$ cat src/hw/rtl/rxaf_pkg.sv
// Shared types and constants for the receive address filter.
// No dependencies; every other file of the block but rxaf_out_if imports this package.
package rxaf_pkg;

    localparam int ADDR_W     = 48;
    localparam int MODE_W     = 5;
    localparam int CNT_W      = 6;
    localparam int SLOT_W     = 5;
    localparam int CLASS_W    = 2;
    localparam int CFG_IDX_W  = 2;
    localparam int CFG_DATA_W = 48;

    // Command codes.
    localparam logic CMD_CHECK = 1'b0;
    localparam logic CMD_WRITE = 1'b1;

    // Frame classes.
    localparam logic [CLASS_W-1:0] CLASS_DIRECTED  = 2'd0;
    localparam logic [CLASS_W-1:0] CLASS_MULTICAST = 2'd1;
    localparam logic [CLASS_W-1:0] CLASS_BROADCAST = 2'd2;
    localparam logic [CLASS_W-1:0] CLASS_OTHER     = 2'd3;

    // Bit positions inside filter_mode.
    localparam int MODE_DIRECTED  = 0;
    localparam int MODE_MCLIST    = 1;
    localparam int MODE_ALLMCAST  = 2;
    localparam int MODE_BROADCAST = 3;
    localparam int MODE_PROMISC   = 4;

    // Configuration register indexes.
    localparam logic [CFG_IDX_W-1:0] REG_FILTER_MODE     = 2'd0;
    localparam logic [CFG_IDX_W-1:0] REG_STATION_ADDRESS = 2'd1;
    localparam logic [CFG_IDX_W-1:0] REG_MCAST_COUNT     = 2'd2;

    // What one cell hands to its right neighbor every cycle.
    typedef struct packed {
        logic              tok;
        logic              hit;
        logic [ADDR_W-1:0] key;
    } t_link;

endpackage

$ cat src/hw/rtl/rxaf_cell.sv
// One multicast table slot with its comparator, one link of the lookup chain.
// Depends on rxaf_pkg.
module rxaf_cell import rxaf_pkg::*; (
    input  logic              i_clk,
    input  logic              i_rst_n,
    input  logic              i_wr_en,
    input  logic [ADDR_W-1:0] i_wr_addr,
    input  logic              i_en,
    input  t_link             i_link,
    output t_link             o_link
);

    logic [ADDR_W-1:0] r_entry;
    t_link             r_link;
    t_link             n_link;

    always_ff @(posedge i_clk) begin
        if (i_wr_en) begin
            r_entry <= i_wr_addr;
        end
    end

    // A slot at or beyond the programmed count never reports a hit.
    always_comb begin
        n_link     = i_link;
        n_link.hit = i_link.hit | (i_link.tok & i_en & (r_entry == i_link.key));
    end

    // The key travels without reset; only the token and the hit flag are cleared.
    always_ff @(posedge i_clk) begin
        r_link.key <= n_link.key;
        if (!i_rst_n) begin
            r_link.tok <= 1'b0;
            r_link.hit <= 1'b0;
        end else begin
            r_link.tok <= n_link.tok;
            r_link.hit <= n_link.hit;
        end
    end

    assign o_link = r_link;

endmodule

$ cat config.mk
export PLATFORM = sky130hd
export DESIGN_NAME = rxaf_cell
export DESIGN_NICKNAME = d
export VERILOG_FILES = /design/src/hw/rtl/rxaf_pkg.sv /design/src/hw/rtl/rxaf_cell.sv
export SDC_FILE = /design/constraint.sdc
export NUM_CORES = 1
export LEC_CHECK = 0
export CORE_MARGIN = 2
export CORE_UTILIZATION = 35
export CTS_CLUSTER_SIZE = 25
export DETAILED_ROUTE_END_ITERATION = 7
export DONT_BUFFER_PORTS = 1
export HOLD_SLACK_MARGIN = 0.02
export PLACE_DENSITY = 0.46
export SYNTH_ARGS = -nofsm -noshare
export SYNTH_HDL_FRONTEND = slang
export SYNTH_SLANG_ARGS = --single-unit
$ cat constraint.sdc
create_clock -name i_clk -period 1.8 [get_ports i_clk]
set_input_delay 0.36 -clock i_clk [delete_from_list [all_inputs] [get_ports i_clk]]
set_output_delay 0.36 -clock i_clk [all_outputs]
set_load 0.01 [all_outputs]
==> results of run 1 <==
-- cell type report --
class                   count  area, µm²  share of cell area, %
repair buffers             48        480                   12.5
clock buffers              11        131                   3.42
clock inverters             5        103                   2.67
flip-flops and latches     98       2440                   63.6
multi-input cells          67        551                   14.3
well taps                 105        131                   3.42
-- routing by layer --
metal	routed length [µm]	up-vias	share of wire, %
met1	2050	718	33
met4	157	0	2.6
li1	-	702	-
met2	3200	102	52
met5	0	-	0
met3	721	13	12
-- critical path, cell delays in order, from the launching register on --
cell	delay [ps]
edfxtp_1	400
xor2_1	160
nor4_1	380
nand4_1	190
nor3_2	170
a32o_2	190
-- registers in the layout, indices dropped and copies added, names as in the netlist --
signal   flops
o_link      50
r_entry     48
-- kinds of logic after synthesis --
| logic type | after synthesis | synth area share (%) |
|---|---|---|
| DFF | 98 | 81.6 |
| AOI/OAI and AO/OA | 1 | 0.376 |
| xor gates and xnor gates | 48 | 14.0 |
| and+or+nand+nor | 18 | 3.97 |
-- where the power goes --
part           internal, W  switching [W]
sequential         0.00250      0.0000914
clock             0.000922       0.000692
combinational     0.000155      0.0000633
-- cell usage in the layout (no fill, tap or decap), drive strengths merged --
| cell type | count |
|---|---|
| clkbuf | 11 |
| dlygate4sd3 | 48 |
| dfxtp | 50 |
| a32o | 1 |
| bufinv | 3 |
| nand3 | 2 |
| nor4 | 5 |
| clkinv | 2 |
| nor3 | 2 |
| nand4 | 8 |
| and2 | 1 |
| xor2 | 16 |
| edfxtp | 48 |
| xnor2 | 32 |
-- stage by stage --
stage | area (µm²) | total power, W | hold WS, ps
detailed placement | 3120 | 0.00278 | 388
CTS | 3840 | 0.00448 | 71.1
floorplan | 2990 | 0.00274 | 388
finish | 3840 | 0.00442 | 101
global placement | 3120 | 0.00277 | 388
global route | 3840 | 0.00461 | 63.2
-- how the worst max path moves through the flow --
stage                      end  slack (ps)  cells after the start
CTS                 o_link[48]         240                      5
finish              o_link[48]         260                      5
floorplan           o_link[48]         590                      5
global route        o_link[48]         100                      5
global placement    o_link[48]         310                      5
detailed placement  o_link[48]         280                      5
==> run metrics, run 1 <==
status complete, no violations; detailed-route DRC error count 0; register-to-register setup slack roughly 260 ps; CTS clk-pin slew, worst paths about 90 ps; Clock Skew 8.26 ps; Max-Cap Viols 0; Non-Filler Instances around 330; depth of the worst hold-timing path 0; vertical extent of the die ~96 µm; Final setup violation count 0; Yosys Warn Count 0; cell taking the most area after synthesis edfxtp_1; vias in the first global route between 1500 and 2000; number of iterations in the first detailed-routing pass 4; average instance area after synthesis roughly 18 µm²; Worst R2R Start r_entry[32]; Top Usage Layer GRT met2; final clock period utilization by the worst path a little under nine tenths; vias after detailed routing ~1500; data required time at the worst endpoint 2090 ps; count of antenna diodes in the layout 0; mean routed wirelength per cell approximately 18 µm; Reg2Reg Depth 5; share of the synthesized area in the top cell type a little under 50%; count of port buffers added during placement 0; Cell Rows 33; pin slew with the least headroom to its limit around 360 ps; class of the worst hold path in2reg; routing usage on met3 about 6%; post-synthesis cell count approximately 170; I/O pin count roughly 150; arrival time worst endpoint 1830 ps; Overflow after GRT 0; post-synthesis cell type count 12; prevailing post-synth register cell dfxtp_1; setup repair after global routing missed its margin no; leading cell type by number of instances after synthesis dfxtp_1; endpoints failing hold 0; Final Max Tran Viols 0; Clk Tree Root Cell clkbuf_8; clock tree from TritonCTS yes; register area share after synthesis 81.6%; startpoint class of the critical path register; worst hold start i_wr_addr[12]; die width roughly 96 µm; worst-case hold path end point r_entry[12]; number of buffers inserted during clock tree synthesis 9; final wirelength 6130 µm; synthesized cell area 2990 µm²; end of the worst register-to-register path o_link[48]; count of H-tree levels built during CTS 3; number of enable flip-flop cells after synthesis 48; starting density of the core around 36%; Synth Register Bits about 100; Worst Path Max Fanout 1; post-route antenna net violation count 0; number of placed instances with taps included 270; Layout Nets approximately 330; largest net degree at the start of global routing just under 50; synthesis-to-layout area growth 28.3%; die area 9310 µm²; count of filler cells inserted in the layout 730; path type of the worst setup path reg2reg; number of antenna violations at the first check in global routing 0; Pwr per Cell Area roughly 1200 nW/µm²; GRT Resource Usage Total a little over an eighth; layout cell share with drive strength beyond 1 under 10%; clk sink count slightly below 100; met2 usage a little under a quarter; top cells by instance count after synthesis dfxtp_1, edfxtp_1, xnor2_1, xor2_1, nand4_1; worst voltage drop across the vdd grid ~0.00043 V; kind of capture point of the worst setup path register; core outline area about 8300 µm²; clock latency on the worst-skew pair 350 ps; maximum frequency from static timing analysis roughly 650 MHz; gp weighted congestion 0.645; post-placement setup slack between 200 and 300 ps; largest cells by area after synthesis edfxtp_1, dfxtp_1, xnor2_1; met1 capacity usage during global routing about an eighth; accumulated negative setup slack 0 ps; share of the core filled with cells in the final layout a little under half; cell leakage power between 1 and 1.5 nW; net count after synthesis 267; via density per instance ~4.6; Final Worst Setup Slack between 200 and 300 ps; total setup buffers inserted after CTS 0; Bufs on Longest Clock Path 2; DRC violation total after the first TritonRoute iteration 28; async set-or-reset flop fraction in the synthesized netlist 0%; detailed placement HPWL between 4000 and 5000 µm; final critical path time including I/O delays and setup between 1500 and 2000 ps; wire length of the first global-routing pass 8710 µm; Critical Path Source r_entry[32]; Slew HR 75.5%; total of cells resized after clock tree synthesis 0; hold buffers post-CTS 48
No activity file was read; power rests on OpenSTA's default activity.
==> inputs of run 2 (changes only) <==
ABC_AREA = 1   (was unset)
REMOVE_ABC_BUFFERS = 1   (was unset)
==> run 2 against run 1 <==
  * Sequential power hardly changed
  * Count of clock-buffer cells in the layout is the same
  * Combinational power is 22% higher
  * Die area up 12%
  * Synthesized area grew 13%
  * Critical path depth rose by 4
  * Via count increased by 37%
  * Cell area up 9.5%
  * Worst hold slack got worse by 17 ps
  * Wire length increased by 10%
  * Sequential share of layout area decreased by 5.5 points
==> run metrics, run 2 <==
share of the core filled with cells in the final layout 45.3%; CTS clk-pin slew, worst paths roughly 90 ps; Yosys Warn Count 0; Layout Nets roughly 490; net switching power of the design 0.000902 W; Final setup violation count 0; wire length of the first global-routing pass between 10000 and 15000 µm; GRT Resource Usage Total between 10% and 20%; die width just over 100 µm; via density per instance a little over 4; count of antenna diodes in the layout 0; clock latency on the worst-skew pair between 300 and 400 ps; number of enable flip-flop cells after synthesis 48; Critical Path Source r_entry[31]; setup repair after global routing missed its margin no; register area share after synthesis 72.3%; hold buffers post-CTS 48; Switching Fraction 21.5%; layout cell share with drive strength beyond 1 under 10%; share of power burned in combinational logic around 6.3%; vias after detailed routing around 2100; startpoint class of the critical path register; I/O pin count roughly 150; total of cells resized after clock tree synthesis 0; internal power consumption ~0.0033 W; data required time at the worst endpoint roughly 2100 ps; arrival time worst endpoint around 1600 ps; starting density of the core approximately 36%; ordered cell list for the critical path nand2_1, o21ai_0, nor2_1, nand2_1, nor2_1, nand2_1, nor2_1, nand2_1, a21oi_2; vias in the first global route around 2200; clock tree from TritonCTS yes; pin slew with the least headroom to its limit 248 ps; mean routed wirelength per cell between 10 and 15 µm; Bufs on Longest Clock Path 2; Cell Rows 35; largest cells by area after synthesis edfxtp_1, dfxtp_1, nand2_1; slowest cell on the critical path edfxtp_1; synthesis-to-layout area growth 24.5%; async set-or-reset flop fraction in the synthesized netlist 0%; post-route antenna net violation count 0; die area between 10000 and 15000 µm²; Overflow after GRT 0; Clock Skew roughly 6.5 ps; Clk Tree Root Cell clkbuf_8; count of H-tree levels built during CTS 3; accumulated negative setup slack 0 ps; status complete, no violations; largest net degree at the start of global routing just under 50; post-synthesis cell count roughly 320; maximum frequency from static timing analysis 778 MHz; part of the power in the clock network about a third; worst voltage drop across the vdd grid 0.000670 V; endpoints failing hold 0; clk sink count between 90 and 100; top cells by instance count after synthesis nand2_1, inv_1, dfxtp_1, edfxtp_1, nor2_1; most frequent CP cell nand2_1; Final Max Tran Viols 0; number of antenna violations at the first check in global routing 0; share of the synthesized area in the top cell type roughly 43%; most common library cell in the layout ignoring fill and taps nand2_1; worst hold start i_wr_addr[4]; sequential group share of total power 61.7%; Worst Path Max Fanout 2; Pwr per Cell Area 997 nW/µm²; number of buffers inserted during clock tree synthesis 9; Slew HR 83.3%; cell taking the most area after synthesis edfxtp_1; cell leakage power about 1.9 nW; final critical path time including I/O delays and setup around 1300 ps; final wirelength around 6800 µm; count of port buffers added during placement 0; number of iterations in the first detailed-routing pass 4; CP peak stage delay approximately 400 ps; gp weighted congestion approximately 0.66; class of the worst hold path in2reg; Worst R2R Start r_entry[31]; prevailing post-synth register cell dfxtp_1; detailed-route DRC error count 0; post-synthesis cell type count 12; synthesized cell area 3380 µm²; vertical extent of the die between 100 and 150 µm; DRC violation total after the first TritonRoute iteration 36; average instance area after synthesis 10.4 µm²; kind of capture point of the worst setup path register; detailed placement HPWL roughly 4700 µm; number of flip-flops under the largest register name 50; leading cell type by number of instances after synthesis nand2_1; Synth Register Bits 98; path type of the worst setup path reg2reg; final clock period utilization by the worst path a little under three quarters; core outline area 9280 µm²; commonest cells after routing, fill and taps aside nand2_1, inv_1, dfxtp_1, dlygate4sd3_1, edfxtp_1; Max-Cap Viols 0; total setup buffers inserted after CTS 0
==> run 2: path summary, 6_finish.rpt <==
kind,to,slack [ps],cells after the start
min reg2reg,o_link[48],760,7
max,o_link[48],510,9
max reg2reg,o_link[48],510,9
min,r_entry[4],80,0
==> run 2: through the flow <==
stage          setup slack, ps  std cells  hold WS [ps]  power, W  cell area [µm²]
2_1_floorplan              751        324           388   0.00278             3380
3_3_place_gp               489        453           388   0.00282             3540
3_5_place_dp               472        453           388   0.00283             3540
4_1_cts                    446        517          58.9   0.00427             4200
5_1_grt                    348        517          46.4   0.00441             4200
6_report                   514        517          83.9   0.00419             4200
==> run 2: area by class of cell <==
type,instances,area (µm²)
tap,129,161
clock buffer,11,131
inverter,65,244
clock inverter,5,55.1
multi-input combinational,161,689
fill,879,5080
timing repair buffer,48,480
sequential,98,2440
==> run 2: logic make-up after synthesis <==
group / after synthesis / share of synthesized area, %
simple gates: 145 / 16.6
flops: 98 / 72.3
buf+inv: 65 / 7.23
xor+xnor: 12 / 3.11
compound gates: 4 / 0.704
==> run 2: power by group through the flow <==
stage / Combinational, W / Sequential [W] / Clock [W]
2_1_floorplan: 0.000161 / 0.00262 / 0
3_3_place_gp: 0.000186 / 0.00264 / 0
3_5_place_dp: 0.000188 / 0.00264 / 0
4_1_cts: 0.000270 / 0.00259 / 0.00141
5_1_grt: 0.000314 / 0.00260 / 0.00149
6_report: 0.000266 / 0.00258 / 0.00134
==> run 2: layer usage <==
layer	wire, µm	part of all wire (%)	track usage, %	up-vias
met3	752	11	8.34	8
met4	93	1.4	5.23	0
met2	3280	48	22.8	108
met5	0	0	0	-
met1	2640	39	13.4	904
li1	-	-	-	1090
==> run 2: critical path: cells and delay by family (launching register included) <==
kind,cells,cell delay (ps)
and+or+nand+nor,7,630
DFF,1,400
AOI/OAI and AO/OA,2,210
==> inputs of run 3 (changes only) <==
clock period = 1.3 ns   (was 1.8 ns; I/O delays follow)
==> run 3 against run 2 <==
  * Critical path depth unchanged
  * Highest routed layer unchanged
  * Core utilization up 6.0 points
  * Largest cell class unchanged
  * Sequential power up 39%
  * Die area unchanged
==> run metrics, run 3 (synthesis results as in run 2) <==
Reg2Reg Depth 9; count of antenna diodes in the layout 0; register-to-register setup slack about 32 ps; Slew HR 86.8%; share of the core filled with cells in the final layout roughly half; data required time at the worst endpoint ~1600 ps; Worst Path Max Fanout 2; cell leakage power around 2.1 nW; ordered cell list for the critical path nand2_1, o21ai_2, nor2_1, nand2_1, nor2_2, nand2_1, nor2_1, nand2_1, a21oi_2; number of iterations in the first detailed-routing pass 4; GRT Resource Usage Total 13.8%; path type of the worst setup path reg2reg; DRC violation total after the first TritonRoute iteration between 40 and 50; synthesis-to-layout area growth 41.0%; CTS clk-pin slew, worst paths about 90 ps; clock latency on the worst-skew pair roughly 350 ps; count of H-tree levels built during CTS 3; final wirelength approximately 7200 µm; via density per instance about 4; arrival time worst endpoint roughly 1600 ps; area of combinational cells with multiple inputs around 700 µm²; core outline area 9280 µm²; maximum frequency from static timing analysis ~790 MHz; post-route antenna net violation count 0; Worst R2R Start r_entry[37]; hold buffers post-CTS 98; number of flip-flops under the largest register name 50; clock tree from TritonCTS yes; Bufs on Longest Clock Path 2; Seq. cell area roughly 2400 µm²; I/O pin count roughly 150; kind of capture point of the worst setup path register; Final setup violation count 0; number of buffers inserted during clock tree synthesis 9; die area approximately 10000 µm²; mean routed wirelength per cell 12.7 µm; worst voltage drop across the vdd grid slightly below 0.0007 V; vertical extent of the die 102 µm; Layout Nets ~540; gp weighted congestion roughly 0.65; detailed-route DRC error count 0; detailed placement HPWL approximately 4700 µm; Max-Cap Viols 0; Clk Tree Root Cell clkbuf_8; setup repair after global routing missed its margin yes; die width just over 100 µm; final clock period utilization by the worst path 97.5%; count of filler cells inserted in the layout approximately 860; depth of the worst hold-timing path 0; pin slew with the least headroom to its limit between 150 and 200 ps; count of port buffers added during placement 0; layout cell share with drive strength beyond 1 under 10%; largest net degree at the start of global routing between 40 and 50; commonest cells after routing, fill and taps aside dlygate4sd3_1, nand2_1, inv_1, dfxtp_1, edfxtp_1; status complete, no violations; Clock Skew roughly 8.8 ps; Final Max Tran Viols 0; starting density of the core between 30 and 40%; most frequent CP cell nand2_1; slowest cell on the critical path edfxtp_1; crit path capture o_link[48]; Final Worst Setup Slack ~32 ps; startpoint class of the critical path register; most common library cell in the layout ignoring fill and taps dlygate4sd3_1; number of antenna violations at the first check in global routing 0; worst hold-check slack 12.4 ps; accumulated negative setup slack 0 ps; end of the worst register-to-register path o_link[48]; clk sink count 98; CP peak stage delay 420 ps; wire length of the first global-routing pass between 10000 and 15000 µm; worst hold start i_wr_en; final critical path time including I/O delays and setup ~1300 ps; Pwr per Cell Area 1310 nW/µm²; vias in the first global route 2337; vias after detailed routing between 2000 and 2500; class of the worst hold path in2reg; Critical Path Source r_entry[37]; post-placement setup slack -40.5 ps; endpoints failing hold 0; Overflow after GRT 0; Cell Rows 35
[run 3: changes by cell type in the layout (fill, tap and decap cells not counted)]
cell	previous run	this run
dlygate4sd3_1	48	98
nor2_1	43	40
nor2_2	1	4
buf_4	0	2
clkbuf_1	2	0
clkinvlp_4	2	0
inv_6	0	2
bufinv_16	1	2
clkinv_1	0	1
o21ai_0	3	2
o21ai_2	0	1
[run 3: per-stage QoR]
stage	power [W]	instance area, µm²	cells
4_1_cts	0.00629	4750	568
2_1_floorplan	0.00386	3380	324
3_5_place_dp	0.00391	3540	453
6_report	0.00622	4760	569
5_1_grt	0.00651	4760	569
3_3_place_gp	0.00391	3540	453
[run 3: metal layers]
layer  track usage, %  vias up  part of all wire (%)
met5                0        -                     0
met4             6.46        0                   1.7
met3             5.81       11                   9.8
met2             24.1      112                    50
met1             14.4     1021                    39
li1                 -     1194                     -
[run 3: final cells by class]
| type | instances | area share [%] |
|---|---|---|
| tap | 129 | 3.39 |
| clock inverter | 7 | 1.92 |
| inverter | 65 | 5.13 |
| multi-input combinational | 161 | 14.7 |
| timing repair buffer | 100 | 20.9 |
| clock buffer | 9 | 2.60 |
| sequential | 98 | 51.3 |
[run 3: how the worst min path moves through the flow]
stage,endpoint
after global placement,o_link[39]
final,r_entry[44]
after floorplan,o_link[0]
after CTS,r_entry[40]
after detailed placement,o_link[39]
after global routing,r_entry[39]
[run 3: critical path, delay by kind of cell (launching register included)]
kind	cells	cell delay, ps
flops	1	420
simple gates	7	610
compound gates	2	180
[run 3: repair_timing]
action | 4_1_cts | 5_1_grt
gates cloned | 0 | 0
buffers inserted | 1 | 1
gates resized for setup | 4 | 1
endpoints found under the setup margin | 1 | 1
endpoints found under the hold margin | 145 | 48
pin swaps | 4 | 0
[run 3: power by group]
part	internal (W)	total [W]	leakage (nW)	switching [W]
combinational	0.000325	0.000501	1.13	0.000177
sequential	0.00345	0.00358	0.892	0.000126
clock	0.00109	0.00213	0.111	0.00105
